===== src/sv/cla_pkg.sv =====
package cla_pkg;

    localparam int LINE_BUFFER_BYTES = 64;

    localparam logic [7:0] CH_CR  = 8'h0D;
    localparam logic [7:0] CH_LF  = 8'h0A;
    localparam logic [7:0] CH_NUL = 8'h00;

    typedef enum logic [1:0] {
        ST_IDLE,
        ST_FETCH,
        ST_LOAD
    } state_t;

    typedef struct packed {
        logic take;
        logic rd_en;
        logic load_out;
    } cmd_t;

    typedef struct packed {
        logic term;
        logic line_empty;
        logic rd_was_last;
        logic out_free;
    } status_t;

endpackage


===== src/sv/cla_ram.sv =====
module cla_ram #(
    parameter int WIDTH = 8,
    parameter int DEPTH = 64
) (
    input  logic                     clk,
    input  logic                     we,
    input  logic [$clog2(DEPTH)-1:0] waddr,
    input  logic [WIDTH-1:0]         wdata,
    input  logic                     re,
    input  logic [$clog2(DEPTH)-1:0] raddr,
    output logic [WIDTH-1:0]         rdata
);

    logic [WIDTH-1:0] mem [DEPTH];
    logic [WIDTH-1:0] rdata_reg;

    always_ff @(posedge clk)
    begin
        if (we)
        begin
            mem[waddr] <= wdata;
        end
        if (re)
        begin
            rdata_reg <= mem[raddr];
        end
    end

    assign rdata = rdata_reg;

endmodule


===== src/sv/cla_ctrl.sv =====
module cla_ctrl (
    input  logic             clk,
    input  logic             rst_n,
    input  logic             in_valid,
    output logic             in_ready,
    input  cla_pkg::status_t status,
    output cla_pkg::cmd_t    cmd
);

    cla_pkg::state_t state_reg;
    cla_pkg::state_t state_next;

    always_ff @(posedge clk or negedge rst_n)
    begin
        if (!rst_n)
        begin
            state_reg <= cla_pkg::ST_IDLE;
        end
        else
        begin
            state_reg <= state_next;
        end
    end

    always_comb
    begin
        state_next = state_reg;
        case (state_reg)
            cla_pkg::ST_IDLE:
            begin
                if (in_valid && status.term && !status.line_empty)
                begin
                    state_next = cla_pkg::ST_FETCH;
                end
            end
            cla_pkg::ST_FETCH:
            begin
                state_next = cla_pkg::ST_LOAD;
            end
            cla_pkg::ST_LOAD:
            begin
                if (status.out_free)
                begin
                    state_next = status.rd_was_last ? cla_pkg::ST_IDLE : cla_pkg::ST_FETCH;
                end
            end
            default:
            begin
                state_next = cla_pkg::ST_IDLE;
            end
        endcase
    end

    always_comb
    begin
        in_ready     = 1'b0;
        cmd.take     = 1'b0;
        cmd.rd_en    = 1'b0;
        cmd.load_out = 1'b0;
        case (state_reg)
            cla_pkg::ST_IDLE:
            begin
                in_ready = 1'b1;
                cmd.take = in_valid;
            end
            cla_pkg::ST_FETCH:
            begin
                cmd.rd_en = 1'b1;
            end
            cla_pkg::ST_LOAD:
            begin
                cmd.load_out = status.out_free;
            end
            default:
            begin
                in_ready = 1'b0;
            end
        endcase
    end

endmodule


===== src/sv/cla_dp.sv =====
module cla_dp #(
    parameter int LINE_BUFFER_BYTES = cla_pkg::LINE_BUFFER_BYTES
) (
    input  logic              clk,
    input  logic              rst_n,
    input  logic [7:0]        rx_byte,
    input  cla_pkg::cmd_t     cmd,
    output cla_pkg::status_t  status,
    output logic              out_valid,
    input  logic              out_ready,
    output logic [7:0]        line_byte,
    output logic              last_of_line,
    output logic              line_truncated
);

    localparam int AW = $clog2(LINE_BUFFER_BYTES);
    localparam logic [AW-1:0] LIMIT = AW'(LINE_BUFFER_BYTES - 1);

    logic [AW-1:0] count_reg;
    logic [AW-1:0] last_idx_reg;
    logic [AW-1:0] rd_ptr_reg;
    logic          ovf_reg;
    logic          trunc_reg;
    logic          rd_last_reg;
    logic          out_valid_reg;
    logic [7:0]    line_byte_reg;
    logic          last_reg;
    logic          out_trunc_reg;

    logic          term;
    logic          full;
    logic          wr_en;
    logic [7:0]    rdata;

    assign term  = rx_byte inside {cla_pkg::CH_CR, cla_pkg::CH_LF, cla_pkg::CH_NUL};
    assign full  = (count_reg == LIMIT);
    assign wr_en = cmd.take && !term && !full;

    cla_ram #(
        .WIDTH (8),
        .DEPTH (LINE_BUFFER_BYTES)
    ) u_store (
        .clk   (clk),
        .we    (wr_en),
        .waddr (count_reg),
        .wdata (rx_byte),
        .re    (cmd.rd_en),
        .raddr (rd_ptr_reg),
        .rdata (rdata)
    );

    always_ff @(posedge clk or negedge rst_n)
    begin
        if (!rst_n)
        begin
            count_reg     <= '0;
            ovf_reg       <= 1'b0;
            out_valid_reg <= 1'b0;
        end
        else
        begin
            if (cmd.take)
            begin
                if (term)
                begin
                    count_reg <= '0;
                    ovf_reg   <= 1'b0;
                end
                else if (full)
                begin
                    ovf_reg <= 1'b1;
                end
                else
                begin
                    count_reg <= count_reg + 1'b1;
                end
            end
            if (cmd.load_out)
            begin
                out_valid_reg <= 1'b1;
            end
            else if (out_ready)
            begin
                out_valid_reg <= 1'b0;
            end
        end
    end

    always_ff @(posedge clk)
    begin
        if (cmd.take && term)
        begin
            last_idx_reg <= count_reg - 1'b1;
            trunc_reg    <= ovf_reg;
            rd_ptr_reg   <= '0;
        end
        else if (cmd.rd_en)
        begin
            rd_last_reg <= (rd_ptr_reg == last_idx_reg);
            rd_ptr_reg  <= rd_ptr_reg + 1'b1;
        end
        if (cmd.load_out)
        begin
            line_byte_reg <= rdata;
            last_reg      <= rd_last_reg;
            out_trunc_reg <= trunc_reg;
        end
    end

    assign status.term        = term;
    assign status.line_empty  = (count_reg == '0);
    assign status.rd_was_last = rd_last_reg;
    assign status.out_free    = !out_valid_reg || out_ready;

    assign out_valid      = out_valid_reg;
    assign line_byte      = line_byte_reg;
    assign last_of_line   = last_reg;
    assign line_truncated = out_trunc_reg;

endmodule


===== src/sv/crlf_line_assembler_core.sv =====
// After a terminator is taken, the line's first byte is read from the store.
// Readout: per stored byte, one store read (FETCH) plus an output load (LOAD)
// that waits for a free output; input is held off while a line is read out.
// Throughput: one input item per cycle outside readout.
// Reset (rst_n, async, active low) clears state, count, flag and output valid;
// the line store keeps its contents and needs no clearing pass.
module crlf_line_assembler_core #(
    parameter int LINE_BUFFER_BYTES = cla_pkg::LINE_BUFFER_BYTES
) (
    input  logic       clk,
    input  logic       rst_n,
    input  logic       in_valid,
    output logic       in_ready,
    input  logic [7:0] rx_byte,
    output logic       out_valid,
    input  logic       out_ready,
    output logic [7:0] line_byte,
    output logic       last_of_line,
    output logic       line_truncated
);

    cla_pkg::cmd_t    cmd;
    cla_pkg::status_t status;

    cla_ctrl u_ctrl (
        .clk      (clk),
        .rst_n    (rst_n),
        .in_valid (in_valid),
        .in_ready (in_ready),
        .status   (status),
        .cmd      (cmd)
    );

    cla_dp #(
        .LINE_BUFFER_BYTES (LINE_BUFFER_BYTES)
    ) u_dp (
        .clk            (clk),
        .rst_n          (rst_n),
        .rx_byte        (rx_byte),
        .cmd            (cmd),
        .status         (status),
        .out_valid      (out_valid),
        .out_ready      (out_ready),
        .line_byte      (line_byte),
        .last_of_line   (last_of_line),
        .line_truncated (line_truncated)
    );

endmodule

===== config.mk =====
export PLATFORM = sky130hd
export DESIGN_NAME = crlf_line_assembler_core
export DESIGN_NICKNAME = d
export VERILOG_FILES = /design/src/sv/cla_pkg.sv /design/src/sv/cla_ram.sv /design/src/sv/cla_ctrl.sv /design/src/sv/cla_dp.sv /design/src/sv/crlf_line_assembler_core.sv
export SDC_FILE = /design/constraint.sdc
export NUM_CORES = 1
export LEC_CHECK = 0
export BUFFER_PORTS_ARGS = -buffer_cell sky130_fd_sc_hd__buf_2
export CORE_AREA = 5 5 204 285
export CTS_BUF_LIST = sky130_fd_sc_hd__clkbuf_16
export DETAILED_ROUTE_END_ITERATION = 8
export DIE_AREA = 0 0 209 290
export GPL_ROUTABILITY_DRIVEN = 1
export PLACE_DENSITY_LB_ADDON = 0.12
export SYNTH_ARGS = -nofsm -noshare
export SYNTH_HDL_FRONTEND = slang
export SYNTH_HIERARCHICAL = 1
export SYNTH_SLANG_ARGS = --single-unit

===== constraint.sdc =====
create_clock -name clk -period 3.3 [get_ports clk]
set_input_delay 0.66 -clock clk [delete_from_list [all_inputs] [get_ports clk]]
set_output_delay 0.66 -clock clk [all_outputs]
set_load 0.005 [all_outputs]

==> impl_metrics.json, run 1 <==
{
  "status": "complete, no violations",
  "drt-total-wl_um": 53730,
  "largest_reg_flops": 512,
  "design_area_sq_um": 25220,
  "fmax_ghz": 0.3168,
  "start_util_pct": 39.57,
  "critPathRequiredTime_ns": 3.58,
  "power_mw": 20.95,
  "grt_usage_pct": 17.58,
  "crit_start": "u_dp/rd_ptr_reg[1]",
  "ir_drop_uv": 388.5,
  "cts.sinks": 554,
  "cpLargestDelayFamily": "simple AND/OR/NAND/NOR gates",
  "worst_pin_slew_ns": 0.9480,
  "io_pins": 24,
  "rsz0062_at_grt": "false",
  "yosysWarnings": 6,
  "grt_pass1_wl_um": 78590,
  "worstSetupPathType": "reg -> reg",
  "grt_max_degree": 65,
  "antenna_found_initial": 2,
  "switchingPower_mw": 6.224,
  "cp_cell_sequence": "buf_4 -> nand2b_1 -> a211oi_1 -> nor4_1 -> nor3_1 -> buf_4 -> o32ai_1",
  "clock_power_share_pct": 31.3,
  "cts_buffer_depth": 3,
  "detail_route.first_pass.iterations": 5,
  "yosys.cell_types.count": 55,
  "power_density_nw_per_um2": 830.8,
  "cp_num_buf_inv": 2,
  "tritoncts": "done",
  "worst_slack_ns": 0.1430,
  "grt_use_met3_pct": 2.345,
  "p_int_mw": 14.73,
  "synthFlopType": "edfxtp_1",
  "final_cells": 1961,
  "place_ws_ns": -0.2671,
  "dp_hpwl_um": 35310,
  "synth_cells": 1074,
  "synth_area_per_cell_sq_um": 20.32,
  "worst_path_largest_cell_delay_ns": 0.81,
  "dieArea_sq_um": 60610,
  "grt_pass1_vias": 11110,
  "synthToLayoutAreaGrowth_pct": 15.59,
  "nNetsFinal": 1207,
  "crit_top_cell": "buf_4",
  "cts_htree_levels": 2,
  "crit_fanout": 35,
  "worst_setup_hold_path_clk_slew_ns": 0.06,
  "hold_class": "in -> reg",
  "hp-start": "in_valid",
  "placed_cell_area_sq_um": 23320,
  "core_area_sq_um": 55130,
  "placed_cells": 1864,
  "yosysMostFrequentCell": "edfxtp_1",
  "met2_usage_pct": 31.19,
  "total_leakage_power_nw": 8.125,
  "async_reset_ff_share_pct": 1.805,
  "p_sw_share_pct": 29.71,
  "cts-root-buf": "clkbuf_16",
  "ant_nets": 0,
  "n_fill_cell": 4714,
  "drv_cap": 0,
  "ys_ff_latch": 554,
  "yosys-top-cells-area": "edfxtp_1, mux4_2, nor2_1",
  "period_needed_ns": 3.157,
  "post_drt_wl_per_cell_um": 27.40,
  "maxSlewHeadroom_pct": 36.57,
  "syn-cell-area_sq_um": 21820,
  "cp-end-kind": "flop",
  "drcViolationCount": 0,
  "synth.yosys.seq_area_share_pct": 75.74,
  "slew_violations": 0,
  "fin_skew_ns": 0.01017,
  "routabilityCongestion": 0.8013,
  "port_buffers": 23,
  "vias": 10570,
  "top_usage_layer": "met2",
  "p_comb_share_pct": 27.5,
  "row_count": 102,
  "synth_edf_count": 538,
  "die_w_um": 209,
  "synth_common_cells": "edfxtp_1, mux4_2, nor2_1",
  "r2r_start": "u_dp/rd_ptr_reg[1]",
  "synth_nets": 1090,
  "drive_gt1_share_pct": 28.22,
  "diodes": 0,
  "start_kind": "flop",
  "cts_setup_buffers": 0,
  "synth_top_area_cell": "edfxtp_1",
  "viasPerCell": 5.392,
  "drtIter0Drc": 909,
  "fin_crit_sh_pct": 95.67,
  "synth_top_area_share_pct": 74.05,
  "hold_viol_final": 0,
  "setup_viol": 0,
  "pwr-share-seq_pct": 41.2,
  "finalSetupTns_ns": 0,
  "cts_buffers": 52,
  "worstSkewPairLatency_ns": 0.57,
  "die_h_um": 290,
  "use_met1_pct": 22.82,
  "overflow": 0,
  "cp_slowest_cell": "dfxtp_4",
  "critPathArrivalTime_ns": 3.44
}
-- worst min-delay path, delay by kind of cell --
kind	cells	cell delay [ns]
simple gates	1	0.08
compound gates	1	0.06
buf+inv	1	0.11
-- cells in the final DEF, fill, tap and decap left out, drive strengths merged, types with 6 or more instances in the layout --
master and count:
a211oi 6, buf 121, xor2 9, dfxtp 6, dfrtp 10, inv 14
clkinv 17, nor2b 17, edfxtp 538, mux2i 27, o22ai 8, nand2b 9
clkbuf 53, xnor2 7, a21oi 6, nand2 28, bufinv 14, nor2 100
nor3 13, mux2 13, nand3 16, mux4 126, o221ai 8, nand4 6
a221oi 6
-- timing repair --
action / in CTS / in global routing
gates resized for setup: 3 / 0
endpoints found under the hold margin: 10 / 0
hold buffers: 1 / 0
endpoints found under the setup margin: 2 / 0
-- kinds of logic (layout without fill, tap and decap cells) --
logic type               after synthesis  count (layout)  synth area share, %
AND/OR/NAND/NOR                      210             210                4.588
flip-flops                           554             554                75.74
adder cells (fa/ha/maj)                4               4               0.2294
XOR/XNOR                              16              16               0.6423
buffers and inverters                 63             222                1.766
multiplexers                         166             166                14.92
AO/OA/AOI/OAI                         61              61                2.116
-- path summary, 6_finish.rpt --
path,slack (ns),cells after the start,endpoint
setup reg to reg,0.14,7,u_dp/u_store/rdata[4]
min in group asynchronous,0.50,2,u_dp/out_valid
hold / removal,0.38,3,u_ctrl/state_reg[0]
hold reg to reg,0.42,0,u_dp/line_truncated
max in group asynchronous,2.58,2,u_dp/count_reg[2]
setup / recovery,0.14,7,u_dp/u_store/rdata[4]
-- power by group through the flow --
stage,clock (mW),sequential [mW],combinational (mW)
2_1_floorplan,0,8.36,3.97
3_3_place_gp,0,8.80,5.83
3_5_place_dp,0,8.80,5.84
4_1_cts,6.73,8.65,5.87
5_1_grt,7.00,8.68,6.13
6_report,6.56,8.63,5.76
-- through the flow --
step	hold slack (ns)	util [%]
floorplan	0.3644	-
global placement	0.4043	42.29
detailed placement	0.4045	42.29
CTS	0.3496	45.74
global route	0.3724	45.74
finish	0.3808	45.74
-- final cells by class --
cell class	instances	area (sq um)	area share [%]
Multi-Input combinational cell	457	4921	19.51
Timing Repair Buffer	122	948.4	3.760
Sequential cell	554	16540	65.58
Clock inverter	43	560.5	2.223
Clock buffer	53	1326	5.259
Inverter	4	15.01	0.05953
Tap cell	728	910.9	3.612
-- layer usage --
layer  share of wire, %  up-vias  wire length [um]
met5                  0        -                 0
met2                 53      247             28370
met1                 41     5614             21830
met3                4.0       71              2142
met4                2.6        0              1393
li1                   -     4641                 -
No activity file was read; power rests on OpenSTA's default activity.
==> run 2: changes to the inputs <==
--- a/config.mk
+++ b/config.mk
@@ -5,13 +5,13 @@
 export SDC_FILE = /design/constraint.sdc
 export NUM_CORES = 1
 export LEC_CHECK = 0
-export BUFFER_PORTS_ARGS = -buffer_cell sky130_fd_sc_hd__buf_2
+export BUFFER_PORTS_ARGS = -buffer_cell sky130_fd_sc_hd__clkbuf_2
 export CORE_AREA = 5 5 204 285
 export CTS_BUF_LIST = sky130_fd_sc_hd__clkbuf_16
 export DETAILED_ROUTE_END_ITERATION = 8
 export DIE_AREA = 0 0 209 290
 export GPL_ROUTABILITY_DRIVEN = 1
-export PLACE_DENSITY_LB_ADDON = 0.12
+export SETUP_SLACK_MARGIN = 0.3
 export SYNTH_ARGS = -nofsm -noshare
 export SYNTH_HDL_FRONTEND = slang
 export SYNTH_HIERARCHICAL = 1
==> run 2 against run 1 <==
Net effect:
- sequential share of layout area grew 0.96 points
- cell count is the same
- setup slack gained 0.36 ns
- critical path depth shrank 1
- die area is the same
- global-route usage shrank 1.1 points
- clock skew grew 0.015 ns
- critical path type unchanged
- fmax grew 13%
- hold slack gained 0.012 ns
- sequential power shrank 1%
- combinational power shrank 3%
- largest cell class unchanged
- core utilization shrank 0.66 points
==> impl_metrics.json, run 2 (same netlist as run 1, synthesis figures left out) <==
{
  "status": "complete, no violations",
  "fin_crit_sh_pct": 84.86,
  "critPathRequiredTime_ns": 3.60,
  "hold_class": "in -> reg",
  "cts_setup_buffers": 0,
  "worst_path_largest_cell_delay_ns": 0.62,
  "worst_setup_hold_path_clk_slew_ns": 0.06,
  "ir_drop_uv": 523.4,
  "crit_fanout": 76,
  "core_area_sq_um": 55130,
  "io_pins": 24,
  "tritoncts": "done",
  "drt-total-wl_um": 50270,
  "dp_hpwl_um": 32520,
  "cts_buffer_depth": 3,
  "worstSetupPathType": "reg -> reg",
  "grt_pass1_vias": 11190,
  "finalSetupTns_ns": 0,
  "met2WireLength_um": 26880,
  "dieArea_sq_um": 60610,
  "power_mw": 19.50,
  "period_needed_ns": 2.801,
  "final_cells": 1961,
  "grt_pass1_wl_um": 74930,
  "rsz0062_at_grt": "false",
  "die_w_um": 209,
  "viasPerCell": 5.386,
  "hold_viol_final": 0,
  "drtIter0Drc": 868,
  "n_fill_cell": 4666,
  "post_drt_wl_per_cell_um": 25.64,
  "detail_route.first_pass.iterations": 5,
  "crit_top_cell": "mux4_2",
  "antenna_found_initial": 1,
  "start_util_pct": 39.57,
  "synthToLayoutAreaGrowth_pct": 13.93,
  "worstSkewPairLatency_ns": 0.57,
  "wl_met3_um": 2302,
  "power_density_nw_per_um2": 784.4,
  "vias": 10560,
  "drive_gt1_share_pct": 28.39,
  "slew_violations": 0,
  "cp-end-kind": "flop",
  "cp_cell_sequence": "buf_12 -> mux4_2 -> mux4_2 -> nor2_1 -> nor3_1 -> o2bb2ai_1",
  "placed_cells": 1875,
  "cts-root-buf": "clkbuf_16",
  "fmax_ghz": 0.3571,
  "drcViolationCount": 0,
  "largest_reg_flops": 512,
  "critPathArrivalTime_ns": 3.10,
  "fin_skew_ns": 0.02556,
  "grt_max_degree": 77,
  "overflow": 0,
  "m1WireLength_um": 18940,
  "total_leakage_power_nw": 8.009,
  "maxUsedRoutingLayer": "met4",
  "final_cell_mix": "edfxtp_1, mux4_2, buf_4, nor2_1, clkbuf_16",
  "routabilityCongestion": 0.8048,
  "diodes": 0,
  "row_count": 102,
  "ant_nets": 0,
  "worst_pin_slew_ns": 0.8208,
  "start_kind": "flop",
  "grt_usage_pct": 16.50,
  "port_buffers": 23,
  "drv_cap": 0,
  "cp_slowest_cell": "mux4_2",
  "setup_viol": 0,
  "cpLargestDelayFamily": "multiplexers",
  "cts_buffers": 47,
  "cts.sinks": 554,
  "cp_num_buf_inv": 1,
  "final_common_cell": "edfxtp_1",
  "maxSlewHeadroom_pct": 45.28,
  "nNetsFinal": 1213,
  "cts_htree_levels": 2,
  "die_h_um": 290
}
==> run 2: cell types whose count changed in the layout (fill, tap and decap cells not counted), sizes merged <==
cell / previous run / this run
clkinvlp: 2 / 6
clkbuf: 53 / 71
bufinv: 14 / 4
clkinv: 17 / 15
inv: 14 / 16
buf: 121 / 109
==> run 2: worst register-to-register path, stage by stage, from the launching register on <==
cell,delay (ns)
dfxtp_4,0.37
buf_12,0.43
mux4_2,0.73
mux4_2,0.52
nor2_1,0.21
nor3_1,0.10
o2bb2ai_1,0.20
==> run 2: report_power, final <==
part           leakage, nW  switching [mW]  internal (mW)
combinational         2.24            3.10           2.49
clock                0.757            2.44           2.96
sequential            5.01           0.421           8.09
total                 8.01            5.96           13.5
==> run 2: what timing repair did <==
action,in CTS,in global routing
endpoints found under the setup margin,0,128
gates resized for setup,0,2
hold buffers,1,0
hold endpoints to repair,10,0
==> run 2: layer usage <==
metal | up-vias | track usage (%)
met1 | 5540 | 19.84
met2 | 289 | 29.69
met4 | 0 | 6.863
met5 | - | 0
li1 | 4633 | -
met3 | 99 | 2.367
==> run 2: final cells by class <==
| cell class | count | area (sq um) | share of cell area (%) |
|---|---|---|---|
| clock buffers | 48 | 1201 | 4.832 |
| clock inverters | 37 | 296.5 | 1.193 |
| inverters | 4 | 15.01 | 0.06040 |
| multi-input cells | 457 | 4915 | 19.77 |
| flip-flops and latches | 554 | 16540 | 66.53 |
| well taps | 728 | 910.9 | 3.664 |
| repair buffers | 133 | 980.9 | 3.946 |
==> run 2: path summary, 6_finish.rpt <==
kind / to / slack (ns) / depth (start not counted) / start
setup / recovery: u_dp/u_store/rdata[0] / 0.50 / 6 / u_dp/rd_ptr_reg[0]
hold / removal: u_ctrl/state_reg[0] / 0.39 / 3 / in_valid
setup reg to reg: u_dp/u_store/rdata[0] / 0.50 / 6 / u_dp/rd_ptr_reg[0]
hold reg to reg: u_dp/line_byte[1] / 0.42 / 0 / u_dp/u_store/rdata[1]
max in group asynchronous: u_ctrl/state_reg[1] / 2.53 / 2 / rst_n
min in group asynchronous: u_dp/count_reg[4] / 0.51 / 2 / rst_n
==> run 2: per-stage QoR <==
step           setup slack, ns  util [%]  area (sq um)  hold slack [ns]
2_1_floorplan           0.4841         -         21820           0.3644
3_3_place_gp           0.04887     42.34         23340           0.4032
3_5_place_dp          -0.04432     42.34         23340           0.4045
4_1_cts                 0.3739     45.07         24850           0.3602
5_1_grt                 0.3382     45.09         24860           0.4014
6_report                0.4995     45.09         24860           0.3930
==> run 3: changes to the inputs <==
==> constraint.sdc (replaced) <==
create_clock -name clk -period 2.8 [get_ports clk]
set_input_delay 0.56 -clock clk [delete_from_list [all_inputs] [get_ports clk]]
set_output_delay 0.56 -clock clk [all_outputs]
set_load 0.005 [all_outputs]
==> run 3 against run 2 <==
Net effect:
- register-to-register slack got worse by 0.17 ns
- sequential share of layout area shrank 1.6 points
- sequential power rose by 15%
- non-clock buffer count is 18 lower
- largest power group unchanged
==> impl_metrics.json, run 3 (same netlist as run 1, synthesis figures left out) <==
{
  "status": "complete, no violations",
  "cts.sinks": 554,
  "final_common_cell": "edfxtp_1",
  "worst_path_largest_cell_delay_ns": 0.51,
  "post_drt_wl_per_cell_um": 26.33,
  "clock_power_share_pct": 27.0,
  "critPathRequiredTime_ns": 3.07,
  "antenna_found_initial": 0,
  "port_buffers": 23,
  "rsz0062_at_grt": "true",
  "grt_usage_pct": 16.72,
  "die_w_um": 209,
  "total_leakage_power_nw": 8.030,
  "cts_buffer_depth": 3,
  "detail_route.first_pass.iterations": 5,
  "drtIter0Drc": 832,
  "crit_top_cell": "mux4_2",
  "tritoncts": "done",
  "ir_drop_uv": 480.7,
  "hold_class": "in -> reg",
  "slew_violations": 0,
  "grt_use_met3_pct": 2.291,
  "crit_fanout": 13,
  "drt-total-wl_um": 51230,
  "cp-end-kind": "flop",
  "die_h_um": 290,
  "use_met1_pct": 20.75,
  "synthToLayoutAreaGrowth_pct": 16.75,
  "pwr-share-seq_pct": 40.5,
  "start_util_pct": 39.57,
  "hold_viol_final": 0,
  "place_ws_ns": -0.3582,
  "start_kind": "flop",
  "overflow": 0,
  "core_area_sq_um": 55130,
  "drive_gt1_share_pct": 33.91,
  "cts_buffers": 48,
  "diodes": 0,
  "final_cell_mix": "edfxtp_1, mux4_2, buf_4, nor2_4, clkbuf_16",
  "p_int_mw": 16.71,
  "fmax_ghz": 0.4041,
  "grt_pass1_wl_um": 75710,
  "power_density_nw_per_um2": 951.3,
  "cts_htree_levels": 2,
  "cts-root-buf": "clkbuf_16",
  "critPathArrivalTime_ns": 2.75,
  "maxSlewHeadroom_pct": 37.54,
  "grt_max_degree": 65,
  "fin_crit_sh_pct": 88.39,
  "viasPerCell": 5.526,
  "top_usage_layer": "met2",
  "dieArea_sq_um": 60610,
  "largest_reg_flops": 512,
  "p_sw_share_pct": 31.05,
  "worst_setup_hold_path_clk_slew_ns": 0.07,
  "worstSetupPathType": "reg -> reg",
  "routabilityCongestion": 0.8534,
  "switchingPower_mw": 7.523,
  "vias": 10750,
  "drv_cap": 0,
  "worst_pin_slew_ns": 0.9341,
  "finalSetupTns_ns": 0,
  "cp_cell_sequence": "buf_12 -> bufbuf_16 -> mux4_2 -> mux4_2 -> o21ai_1 -> o41ai_1",
  "worstSkewPairLatency_ns": 0.57,
  "nNetsFinal": 1196,
  "setup_viol": 0,
  "row_count": 102,
  "period_needed_ns": 2.475,
  "io_pins": 24,
  "drcViolationCount": 0,
  "met2_usage_pct": 30.15,
  "ant_nets": 0,
  "dp_hpwl_um": 32890,
  "p_comb_share_pct": 32.5,
  "worst_slack_ns": 0.3252,
  "cp_slowest_cell": "mux4_2",
  "grt_pass1_vias": 11180,
  "fin_skew_ns": 0.02603
}
[run 3: cell types whose count changed in the layout (fill, tap and decap cells not counted), sizes merged]
cell	previous run	this run
clkinv	15	19
clkinvlp	6	2
clkbuf	71	72
inv	16	17
bufinv	4	5
buf	109	90
bufbuf	0	1
[run 3: through the flow]
stage / cells / cell area [sq um] / utilization, % / total power [mW] / hold WS [ns]
final: 1946 / 25470 / 46.20 / 24.23 / 0.2777
after floorplan: 1074 / 21840 / - / 14.54 / 0.2644
after CTS: 1946 / 25190 / 45.69 / 24.11 / 0.2551
after global routing: 1946 / 25470 / 46.20 / 25.15 / 0.2725
after global placement: 1850 / 23260 / 42.20 / 17.04 / 0.4068
after detailed placement: 1850 / 23260 / 42.20 / 17.09 / 0.4084
[run 3: final timing paths]
check | end | slack, ns | start | cells after the start
worst max-delay path | u_dp/u_store/rdata[5] | 0.33 | u_dp/rd_ptr_reg[0] | 6
worst max register to register | u_dp/u_store/rdata[5] | 0.33 | u_dp/rd_ptr_reg[0] | 6
worst min register to register | u_dp/line_byte[4] | 0.41 | u_dp/u_store/rdata[4] | 0
min in group asynchronous | u_dp/ovf_reg | 0.41 | rst_n | 2
max in group asynchronous | u_dp/count_reg[4] | 2.18 | rst_n | 2
worst min-delay path | u_ctrl/state_reg[0] | 0.28 | in_valid | 3
[run 3: worst max-delay path, delay by kind of cell, from the launching register on]
kind            cells  cell delay (ns)
flops               1             0.39
buf+inv             2             0.43
mux                 2             1.01
compound gates      2             0.36
[run 3: cell type report]
cell class	instances	area, sq um
Clock inverter	39	314.1
Multi-Input combinational cell	457	5411
Sequential cell	554	16540
Tap cell	728	910.9
Timing Repair Buffer	115	1057
Inverter	4	15.01
Fill cell	4598	29660
Clock buffer	49	1226
[run 3: timing repair]
item                       in CTS  in global routing
hold buffers                    1                  0
resized for setup              70                 65
buffers inserted                4                  0
pin swaps                       0                  5
hold endpoints to repair       10                  0
gates cloned                    3                  0
setup endpoints to repair     480                406
[run 3: power by group through the flow]
stage / Clock [mW] / Sequential, mW / Combinational, mW
finish: 6.54 / 9.81 / 7.89
global placement: 0 / 10.0 / 7.02
CTS: 6.67 / 9.81 / 7.63
global route: 7.02 / 9.84 / 8.29
detailed placement: 0 / 10.0 / 7.06
floorplan: 0 / 9.85 / 4.70
[run 3: layer usage]
metal  up-vias  wire, um
li1       4614         -
met1      5714     19560
met2       336     27410
met3        90      2585
met4         0      1673
met5         -         0
